File: src/design/phd_pkg.sv
// ----------------------------------------------------------------------------
// phd_pkg
// Shared types and constants for the packet header deframer.
// ----------------------------------------------------------------------------
`default_nettype none

package phd_pkg;

   // header layout
   localparam int unsigned HdrBytes = 8;
   localparam int unsigned HdrIdxW  = $clog2(HdrBytes);

   localparam logic [HdrIdxW-1:0] HdrFlags   = HdrIdxW'(0);
   localparam logic [HdrIdxW-1:0] HdrSessHi  = HdrIdxW'(2);
   localparam logic [HdrIdxW-1:0] HdrSessLo  = HdrIdxW'(3);
   localparam logic [HdrIdxW-1:0] HdrLenHi   = HdrIdxW'(6);
   localparam logic [HdrIdxW-1:0] HdrLenLo   = HdrIdxW'(HdrBytes - 1);

   // flag bit positions
   localparam int unsigned FlagPush  = 0;
   localparam int unsigned FlagAbort = 1;
   localparam int unsigned FlagClose = 2;
   localparam int unsigned FlagOpen  = 3;

   typedef enum logic [1:0] {
      KIND_NONE  = 2'd0,
      KIND_ABORT = 2'd1,
      KIND_CLOSE = 2'd2,
      KIND_OPEN  = 2'd3
   } kind_type;

   // one result beat
   typedef struct packed {
      logic [7:0]  payload_byte;
      logic        payload_valid;
      logic        push_bit;
      kind_type    control_kind;
      logic [15:0] session_id;
      logic        last_of_packet;
   } rsp_type;

   // control kind from flags, abort over close over open
   function automatic kind_type kind_of(input logic [3:0] flags);
      kind_type k;
      if (flags[FlagAbort]) begin
         k = KIND_ABORT;
      end else if (flags[FlagClose]) begin
         k = KIND_CLOSE;
      end else if (flags[FlagOpen]) begin
         k = KIND_OPEN;
      end else begin
         k = KIND_NONE;
      end
      return k;
   endfunction

endpackage

`default_nettype wire

File: src/design/packet_header_deframer.sv
// ----------------------------------------------------------------------------
// packet_header_deframer
// Splits a byte stream into packets with an 8-byte header and emits one
// result beat per payload byte, or one marker beat for an empty packet.
// ----------------------------------------------------------------------------
// Usage:
//   req_ channel: one stream byte per beat (req_rx_byte), valid/ready.
//   rsp_ channel: one result beat per payload byte carrying the payload
//     byte, push bit, control kind, session id and last-of-packet marker.
//     A zero-length packet yields a single beat with payload_valid low.
//   Header bytes produce no beat, except the final header byte of an
//     empty packet.
//   Each accepted byte's result is registered before it appears on rsp_.
//   Throughput: one byte per cycle while req_ready is high; the header
//     registers and 16-bit remaining-byte counter update per accepted byte.
//   Stall: results go to an output register backed by a one-entry skid
//     register, so a byte is still accepted in the cycle the receiver
//     first stalls; req_ready drops only once the skid register is full.
//   Reset: synchronous, active high; clears the header position, flags,
//     session, length and payload state and empties both result registers.
//     A partially received packet is simply held until more bytes arrive.
// ----------------------------------------------------------------------------
`default_nettype none

module packet_header_deframer
   import phd_pkg::*;
(
   input  wire logic        clock,
   input  wire logic        reset,
   input  wire logic        req_valid,
   output logic             req_ready,
   input  wire logic [7:0]  req_rx_byte,
   output logic             rsp_valid,
   input  wire logic        rsp_ready,
   output logic [7:0]       rsp_payload_byte,
   output logic             rsp_payload_valid,
   output logic             rsp_push_bit,
   output logic [1:0]       rsp_control_kind,
   output logic [15:0]      rsp_session_id,
   output logic             rsp_last_of_packet
);

   // deframing state
   logic [HdrIdxW-1:0] hdr_idx_ff,   hdr_idx_in;
   logic [3:0]         flags_ff,     flags_in;
   logic [15:0]        session_ff,   session_in;
   logic [7:0]         len_hi_ff,    len_hi_in;
   logic [15:0]        remain_ff,    remain_in;
   logic               in_payload_ff, in_payload_in;

   // result registers
   rsp_type out_ff, out_in, skid_ff, skid_in;
   logic    out_valid_ff, out_valid_in, skid_valid_ff, skid_valid_in;

   logic    accept;
   logic    pop;
   logic    new_valid;
   rsp_type new_rsp;
   logic [15:0] remain_dec;
   logic [15:0] len_full;

   assign req_ready = ~skid_valid_ff;
   assign accept    = req_valid & req_ready;
   assign pop       = out_valid_ff & rsp_ready;

   // per-byte deframing
   always_comb begin
      hdr_idx_in    = hdr_idx_ff;
      flags_in      = flags_ff;
      session_in    = session_ff;
      len_hi_in     = len_hi_ff;
      remain_in     = remain_ff;
      in_payload_in = in_payload_ff;
      new_valid     = 1'b0;
      remain_dec    = remain_ff - 16'd1;
      len_full      = {len_hi_ff, req_rx_byte};

      new_rsp.payload_byte   = req_rx_byte;
      new_rsp.payload_valid  = 1'b1;
      new_rsp.push_bit       = flags_ff[FlagPush];
      new_rsp.control_kind   = kind_of(flags_ff);
      new_rsp.session_id     = session_ff;
      new_rsp.last_of_packet = (remain_dec == 16'd0);

      if (accept) begin
         if (in_payload_ff) begin
            // payload byte
            remain_in = remain_dec;
            new_valid = 1'b1;
            if (remain_dec == 16'd0) begin
               in_payload_in = 1'b0;
            end
         end else begin
            // header byte
            case (hdr_idx_ff)
               HdrFlags:  flags_in = req_rx_byte[3:0];
               HdrSessHi: session_in = {req_rx_byte, session_ff[7:0]};
               HdrSessLo: session_in = {session_ff[15:8], req_rx_byte};
               HdrLenHi:  len_hi_in = req_rx_byte;
               default:   ;
            endcase
            if (hdr_idx_ff == HdrLenLo) begin
               hdr_idx_in = '0;
               if (len_full == 16'd0) begin
                  // empty packet marker
                  new_valid              = 1'b1;
                  new_rsp.payload_byte   = 8'd0;
                  new_rsp.payload_valid  = 1'b0;
                  new_rsp.last_of_packet = 1'b1;
               end else begin
                  remain_in     = len_full;
                  in_payload_in = 1'b1;
               end
            end else begin
               hdr_idx_in = hdr_idx_ff + HdrIdxW'(1);
            end
         end
      end
   end

   // output register and skid register
   always_comb begin
      out_in        = out_ff;
      out_valid_in  = out_valid_ff;
      skid_in       = skid_ff;
      skid_valid_in = skid_valid_ff;
      if (pop) begin
         if (skid_valid_ff) begin
            out_in        = skid_ff;
            out_valid_in  = 1'b1;
            skid_valid_in = 1'b0;
         end else begin
            out_in       = new_rsp;
            out_valid_in = new_valid;
         end
      end else if (new_valid) begin
         if (out_valid_ff) begin
            skid_in       = new_rsp;
            skid_valid_in = 1'b1;
         end else begin
            out_in       = new_rsp;
            out_valid_in = 1'b1;
         end
      end
   end

   // state registers
   always_ff @(posedge clock) begin
      if (reset) begin
         hdr_idx_ff    <= '0;
         flags_ff      <= '0;
         session_ff    <= '0;
         len_hi_ff     <= '0;
         remain_ff     <= '0;
         in_payload_ff <= 1'b0;
         out_valid_ff  <= 1'b0;
         skid_valid_ff <= 1'b0;
      end else begin
         hdr_idx_ff    <= hdr_idx_in;
         flags_ff      <= flags_in;
         session_ff    <= session_in;
         len_hi_ff     <= len_hi_in;
         remain_ff     <= remain_in;
         in_payload_ff <= in_payload_in;
         out_valid_ff  <= out_valid_in;
         skid_valid_ff <= skid_valid_in;
      end
   end

   // result payload registers
   always_ff @(posedge clock) begin
      out_ff  <= out_in;
      skid_ff <= skid_in;
   end

   assign rsp_valid          = out_valid_ff;
   assign rsp_payload_byte   = out_ff.payload_byte;
   assign rsp_payload_valid  = out_ff.payload_valid;
   assign rsp_push_bit       = out_ff.push_bit;
   assign rsp_control_kind   = out_ff.control_kind;
   assign rsp_session_id     = out_ff.session_id;
   assign rsp_last_of_packet = out_ff.last_of_packet;

   // skid register only fills behind a full output register
   a_skid_behind_out: assert property (@(posedge clock) disable iff (reset)
      skid_valid_ff |-> out_valid_ff)
      else $error("skid register holds a beat while output register is empty");

   // header position stays at zero during payload
   a_hdr_idle_in_payload: assert property (@(posedge clock) disable iff (reset)
      in_payload_ff |-> (hdr_idx_ff == '0))
      else $error("header position moved during payload");

   // last payload byte returns to header parsing
   a_last_ends_payload: assert property (@(posedge clock) disable iff (reset)
      (accept && in_payload_ff && remain_ff == 16'd1) |=> !in_payload_ff)
      else $error("payload did not end after last byte");

   // empty-packet marker is always the last beat
   a_marker_is_last: assert property (@(posedge clock) disable iff (reset)
      (out_valid_ff && !out_ff.payload_valid) |-> out_ff.last_of_packet)
      else $error("empty packet marker without last flag");

endmodule

`default_nettype wire
File: config.mk
export PLATFORM = sky130hd
export DESIGN_NAME = packet_header_deframer
export DESIGN_NICKNAME = d
export VERILOG_FILES = /design/src/design/phd_pkg.sv /design/src/design/packet_header_deframer.sv
export SDC_FILE = /design/constraint.sdc
export NUM_CORES = 1
export LEC_CHECK = 0
export ABC_AREA = 0
export BUFFER_PORTS_ARGS = -buffer_cell sky130_fd_sc_hd__buf_2
export CORE_AREA = 2 2 158 83
export CTS_CLUSTER_DIAMETER = 120
export DETAILED_ROUTE_END_ITERATION = 8
export DIE_AREA = 0 0 160 85
export PLACE_DENSITY = 0.6
export SYNTH_ARGS = -nofsm -noshare
export SYNTH_HDL_FRONTEND = slang
export SYNTH_SLANG_ARGS = --single-unit
export TNS_END_PERCENT = 1
File: constraint.sdc
create_clock -name clock -period 6.4 [get_ports clock]
set_input_delay 1.28 -clock clock [delete_from_list [all_inputs] [get_ports clock]]
set_output_delay 1.28 -clock clock [all_outputs]
set_load 0.02 [all_outputs]
Word level (Yosys, flattened, before mapping)
Cells that the tools add are included.
{"block": "classes", "n_addsub": 2, "eq_ne": 6, "mux": 31, "bitwise_logic": 7, "n_reduce_logical": 15}
{"operator": "29-bit two-way mux", "count": 4}
{"operator": "16-bit two-way mux", "count": 3}
{"operator": "9-bit two-way mux", "count": 4}
{"operator": "16-bit logical NOT", "count": 2}
{"operator": "16-bit case mux with 2 select lines", "count": 1}
{"operator": "16-bit by 1-bit subtractor with 16-bit output, second input constant", "count": 1}
{"operator": "1-bit two-way mux", "count": 15}
{"operator": "3-bit AND reduction", "count": 4}
{"operator": "4-bit AND reduction", "count": 2}
{"operator": "3-bit by 2-bit == test with 1-bit output, second input constant", "count": 2}
{"operator": "3-bit == test, second input constant", "count": 2}
{"operator": "2-bit two-way mux", "count": 3}
{"operator": "2-bit AND reduction", "count": 3}
{"operator": "1-bit inverter", "count": 5}
{"operator": "2-bit nonzero test", "count": 2}
{"operator": "3-bit by 1-bit adder with 3-bit output, second input constant", "count": 1}
{"operator": "3-bit logical NOT", "count": 1}
{"operator": "3-bit two-way mux", "count": 1}
{"operator": "1-bit AND", "count": 2}
{"operator": "2-bit by 1-bit != test with 1-bit output, second input constant", "count": 1}
{"operator": "2-bit != test, second input constant", "count": 1}
{"operator": "2-bit OR reduction", "count": 1}
{"block": "word_totals", "regBits": 108, "out_inout_bits": 31, "elab_cells": 82}

Depth between registers and ports, before layout
{"block": "depth", "ltp_word": 9, "mapped_depth": 8, "depth_no_buf": 7}

Worst setup path after synthesis
No wires, ideal clock.
{"block": "synth_timing", "kind": "input port to flip-flop", "start": "in req_rx_byte[0]", "end": "reg out_ff, in the netlist rsp_control_kind[0] (enable)", "setup_ns": 0.455, "t_arrival_ns": 4.228, "path_slack_ns": 1.717, "path_stages": 6, "path_buffers": 1, "path_cell_list": "clkbuf_1 > nor4_1 > nand4_1 > nor2_1 > o21ai_0 > o21ai_0"}
{"block": "synth_between", "elab_chain_len": 7}
{"element": "start: declaration", "line": "packet_header_deframer.sv:32", "rtl": "input wire logic [7:0] req_rx_byte,"}
{"element": "16-bit logical NOT", "line": "packet_header_deframer.sv:104", "rtl": "if (len_full == 16'd0) begin"}
{"element": "1-bit two-way mux", "line": "packet_header_deframer.sv:104"}
{"element": "1-bit two-way mux", "line": "packet_header_deframer.sv:102", "rtl": "if (hdr_idx_ff == HdrLenLo) begin"}
{"element": "1-bit two-way mux", "line": "packet_header_deframer.sv:86", "rtl": "if (in_payload_ff) begin"}
{"element": "1-bit two-way mux", "line": "packet_header_deframer.sv:85", "rtl": "if (accept) begin"}
{"element": "2-bit nonzero test (no line)"}
{"element": "2-bit AND reduction (no line)"}
{"element": "end signal: assignment", "line": "packet_header_deframer.sv:172", "rtl": "out_ff <= out_in;"}
{"element": "end: declaration", "line": "packet_header_deframer.sv:52", "rtl": "rsp_type out_ff, out_in, skid_ff, skid_in;"}
Every way passes these cells.
A chain may end at the register's enable or synchronous reset.

Worst setup path after layout
{"block": "layout_timing", "start": "in req_rx_byte[5]", "end": "reg remain_ff[0]"}
{"block": "layout_between", "elab_chain_len": 3}
{"element": "16-bit logical NOT", "line": "packet_header_deframer.sv:104"}
{"element": "2-bit != test (no line)"}
{"element": "3-bit AND reduction (no line)"}
{"element": "end signal: assignment", "line": "packet_header_deframer.sv:163", "rtl": "remain_ff <= remain_in;"}
{"element": "end: declaration", "line": "packet_header_deframer.sv:48", "rtl": "logic [15:0] remain_ff, remain_in;"}
Every way passes these cells.

==> results.json <==
{
  "cp.buffers_inverters": 2,
  "setup.worst_path.start": "req_rx_byte[5]",
  "dieWidth_um": 160,
  "detailedRoute.firstPassIterationCount": 4,
  "synth.distinct_cells": 48,
  "timing.max_slew.rel_slack_pct": 24.7,
  "worstPathMaxFanout": 17,
  "share_of_total_power_in_the_clock_network_pct": 41.7,
  "drc": 0,
  "cp-endpoint": "remain_ff[0]$_SDFFE_PP0P_",
  "via_count": 3345,
  "synth_top_flop_cell": "edfxtp_1",
  "timing.critical_path.max_delay_family": "compound AO/OA/AOI/OAI gates",
  "layout-area-overhead-vs-synth_pct": 13.4,
  "cp-end-kind": "flip-flop",
  "critical-path-max-stage-delay_ns": 0.92,
  "cts_hold_buf": 0,
  "h-tree-depth": 3,
  "swShare_pct": 21.7,
  "cts.root.buffer_cell": "clkbuf_16",
  "yosysWarningCount": 0,
  "maxClockFrequency_mhz": 284,
  "synthesis.instances": 418,
  "initial_core_util_pct": 38.8,
  "antenna_cells_inserted": 0,
  "worst_hold_slack_ns": 0.460,
  "cts_tree": "yes",
  "post_cts_resize_count": 0,
  "sinks_on_clock_net": 108,
  "rrSetupSlack_ns": 3.65,
  "die_height_um": 85,
  "synth-edff-count": 58,
  "detailedPlacementHpwl_mm": 7.71,
  "critPathKind": "input port to flip-flop",
  "total_leakage_power_nw": 2.07,
  "numCtsBuffers": 9,
  "grt_max_degree": 59,
  "report.final.hold_viol_count": 0,
  "syn_area_mm2": 0.00475,
  "num-fill-cells": 1195,
  "wl_per_cell_um": 17.9,
  "cp-start-kind": "input port",
  "first_pass_grt_wire_length_mm": 17.4,
  "first_global_vias": 2971,
  "postSynthRegisterBits": 108,
  "ios": 43,
  "drtAntennaViolNets": 0,
  "io_buffer_count": 42,
  "internal_power_mw": 1.06,
  "tightestPinTransition_ns": 1.12,
  "core-area_mm2": 0.0123,
  "drt_first_iter_violations": 236,
  "unrepaired_setup_endpoints_after_global_routing": "no",
  "cp.required_ns": 6.58,
  "net_switching_power_uw": 293,
  "crit_chain": "buf_2 > nor4_1 > a41oi_1 > o21ai_1 > buf_4 > or3_1 > a21oi_1",
  "multi_input_area_mm2": 0.00184,
  "worst_skew_pair.late_latency_ns": 0.35,
  "final_slew_viol_count": 0,
  "critical_path_depth": 7,
  "ys_async_sr_fraction_pct": 0,
  "post_route_cells_drive_above_1_share_pct": 21.3,
  "overflow": 0,
  "setup_viol_count_final": 0,
  "detail_route.wirelength_mm": 11.1,
  "power.sequential.fraction_pct": 54.4,
  "antenna_found_initial": 0,
  "synth_top_area_cell": "edfxtp_1",
  "vias_per_cell": 5.40,
  "setup_tns_ns": 0,
  "min_from": "session_ff[7]$_SDFFE_PP0P_",
  "timing.hold.worst.class": "flip-flop to flip-flop",
  "avgSynthCellArea_um2": 11.4,
  "grt.total_usage_pct": 16.8,
  "yosys-top-cells-area": "edfxtp_1, dfxtp_1, mux2i_1, mux2_2, nor2_1",
  "cp_data_arrival_time_ns": 3.71,
  "synth-seq-area-share_pct": 57.7,
  "power_density_over_cell_area_mw_per_mm2": 251,
  "power.combinational.fraction_pct": 3.9,
  "worst_setup_hold_path_clk_slew_ns": 0.08,
  "period_utilization_post_route_pct": 55.0,
  "run_status": "finished clean",
  "cts_buffer_depth": 2,
  "skew_ns": 0.00888,
  "rr_worst_depth": 6,
  "rr_endpoint": "remain_ff[0]$_SDFFE_PP0P_",
  "power.ir.vdd_worst_v": 0.000131,
  "synth_top_area_share_pct": 36.6,
  "layout.area.seq_mm2": 0.00274,
  "slowest_stage": "o21ai_1",
  "routabilityCongestion": 0.950,
  "dieArea_mm2": 0.0136,
  "cts.repair_timing.setup_buffer_count": 0,
  "final_net_count": 464,
  "reg2reg_from": "len_hi_ff[7]$_SDFFE_PP0P_",
  "rows": 29,
  "synth_nets": 437,
  "maxCapViolations": 0,
  "fin_crit_ns": 3.52
}
-- through the flow --
stage / instances / cell area [µm²] / utilization [%] / power [mW] / worst slack (ns)
floorplan: 418 / 4750 / - / 0.785 / 1.72
global placement: 604 / 5090 / 41.5 / 0.802 / 2.70
detailed placement: 604 / 5090 / 41.5 / 0.803 / 2.59
CTS: 620 / 5390 / 44.0 / 1.37 / 2.92
global route: 620 / 5390 / 44.0 / 1.40 / 2.70
finish: 620 / 5390 / 44.0 / 1.35 / 2.88
-- Yosys cell counts (all sizes together) (2+ instances only) --
cell and number:
and2 2, a211o 2, inv 11, nand4 3, a2111oi 2, or2 3
buf 3, o31ai 2, or4 3, nor2 53, nand2b 9, nor3 9
a211oi 3, edfxtp 58, a31oi 4, and3 2, o21ai 11, nor4 5
or3 5, nand2 13, clkbuf 28, a21oi 29, dfxtp 50, mux2i 31
nand4b 2, mux2 27, nand3 6, nor4b 2, a21o 5, nand3b 2
ha 7, nor2b 7, o32ai 9
-- worst min-delay path by stage --
| stage | slack (ns) | to | cells after the start |
|---|---|---|---|
| after floorplan | 0.42 | skid_ff[10]$_DFFE_PP_ | 0 |
| after global placement | 0.44 | skid_ff[8]$_DFFE_PP_ | 0 |
| after detailed placement | 0.45 | skid_ff[13]$_DFFE_PP_ | 0 |
| after CTS | 0.46 | skid_ff[8]$_DFFE_PP_ | 0 |
| after global routing | 0.48 | skid_ff[4]$_DFFE_PP_ | 0 |
| final | 0.46 | skid_ff[8]$_DFFE_PP_ | 0 |
-- routing by layer --
metal | share of wire (%) | wire (µm) | vias up | track usage (%)
met5 | 0 | 0 | - | 0
met4 | 0.58 | 65 | 0 | 3.77
li1 | - | - | 1592 | -
met3 | 8.5 | 951 | 8 | 4.45
met2 | 37 | 4130 | 113 | 20.9
met1 | 54 | 5980 | 1632 | 27.8
-- layout make-up --
type | instances | area share, %
clock inverter | 6 | 1.35
inverter | 11 | 0.766
multi-input combinational | 268 | 34.2
timing repair buffer | 47 | 4.60
sequential | 108 | 50.9
clock buffer | 10 | 4.25
tap | 170 | 3.95
-- power groups by stage --
stage	clock (mW)	combinational (mW)	sequential (mW)
global route	0.604	0.0576	0.736
finish	0.564	0.0524	0.736
detailed placement	0	0.0516	0.751
floorplan	0	0.0349	0.750
global placement	0	0.0513	0.751
CTS	0.578	0.0521	0.735
-- registers in the layout, summed over array words and instances, names as in the netlist, 2 cells and up --
name and count:
flags_ff 4, hdr_idx_ff 3, len_hi_ff 8, remain_ff 16
rsp_control_kind 2, rsp_payload_byte 8, rsp_session_id 16, session_ff 16
skid_ff 29
-- cells by family after synthesis --
group	after synthesis	share of synthesized area (%)
xor gates and xnor gates	1	0.184
AOI/OAI and AO/OA	74	10.1
DFF	108	57.7
buffers and inverters	42	3.63
and+or+nand+nor	128	13.6
adders and majority gates	7	1.84
muxes	58	12.9
-- cell usage in the layout, fill, tap and decap left out, types with 2 or more instances in the layout --
| cell | instances |
|---|---|
| o32ai_1 | 9 |
| o21ai_0 | 3 |
| a21oi_1 | 29 |
| nor2_1 | 51 |
| and3_1 | 2 |
| o21ai_1 | 7 |
| or2_2 | 3 |
| buf_4 | 5 |
| nand3_1 | 6 |
| nand4b_1 | 2 |
| nor4b_1 | 2 |
| clkbuf_16 | 9 |
| nand4_1 | 3 |
| a211oi_1 | 3 |
| mux2i_1 | 31 |
| mux2_2 | 27 |
| a211o_1 | 2 |
| or4_1 | 2 |
| inv_8 | 2 |
| o31ai_1 | 2 |
| edfxtp_1 | 58 |
| and2_1 | 2 |
| or3_1 | 5 |
| nor3_1 | 9 |
| buf_2 | 42 |
| nand3b_1 | 2 |
| a31oi_1 | 4 |
| inv_1 | 11 |
| nor4_1 | 5 |
| nor2b_1 | 7 |
| nor2_2 | 2 |
| nand2_1 | 13 |
| ha_1 | 7 |
| dfxtp_1 | 50 |
| nand2b_1 | 9 |
| a21o_1 | 5 |
-- worst reg2reg max path: stages, from the launching register on --
cell and delay [ns]:
dfxtp_1 0.34, nor4_1 0.47, a41oi_1 0.27, o21ai_1 0.92, buf_4 0.38, or3_1 0.15, a21oi_1 0.06
No activity file was read; power rests on OpenSTA's default activity.
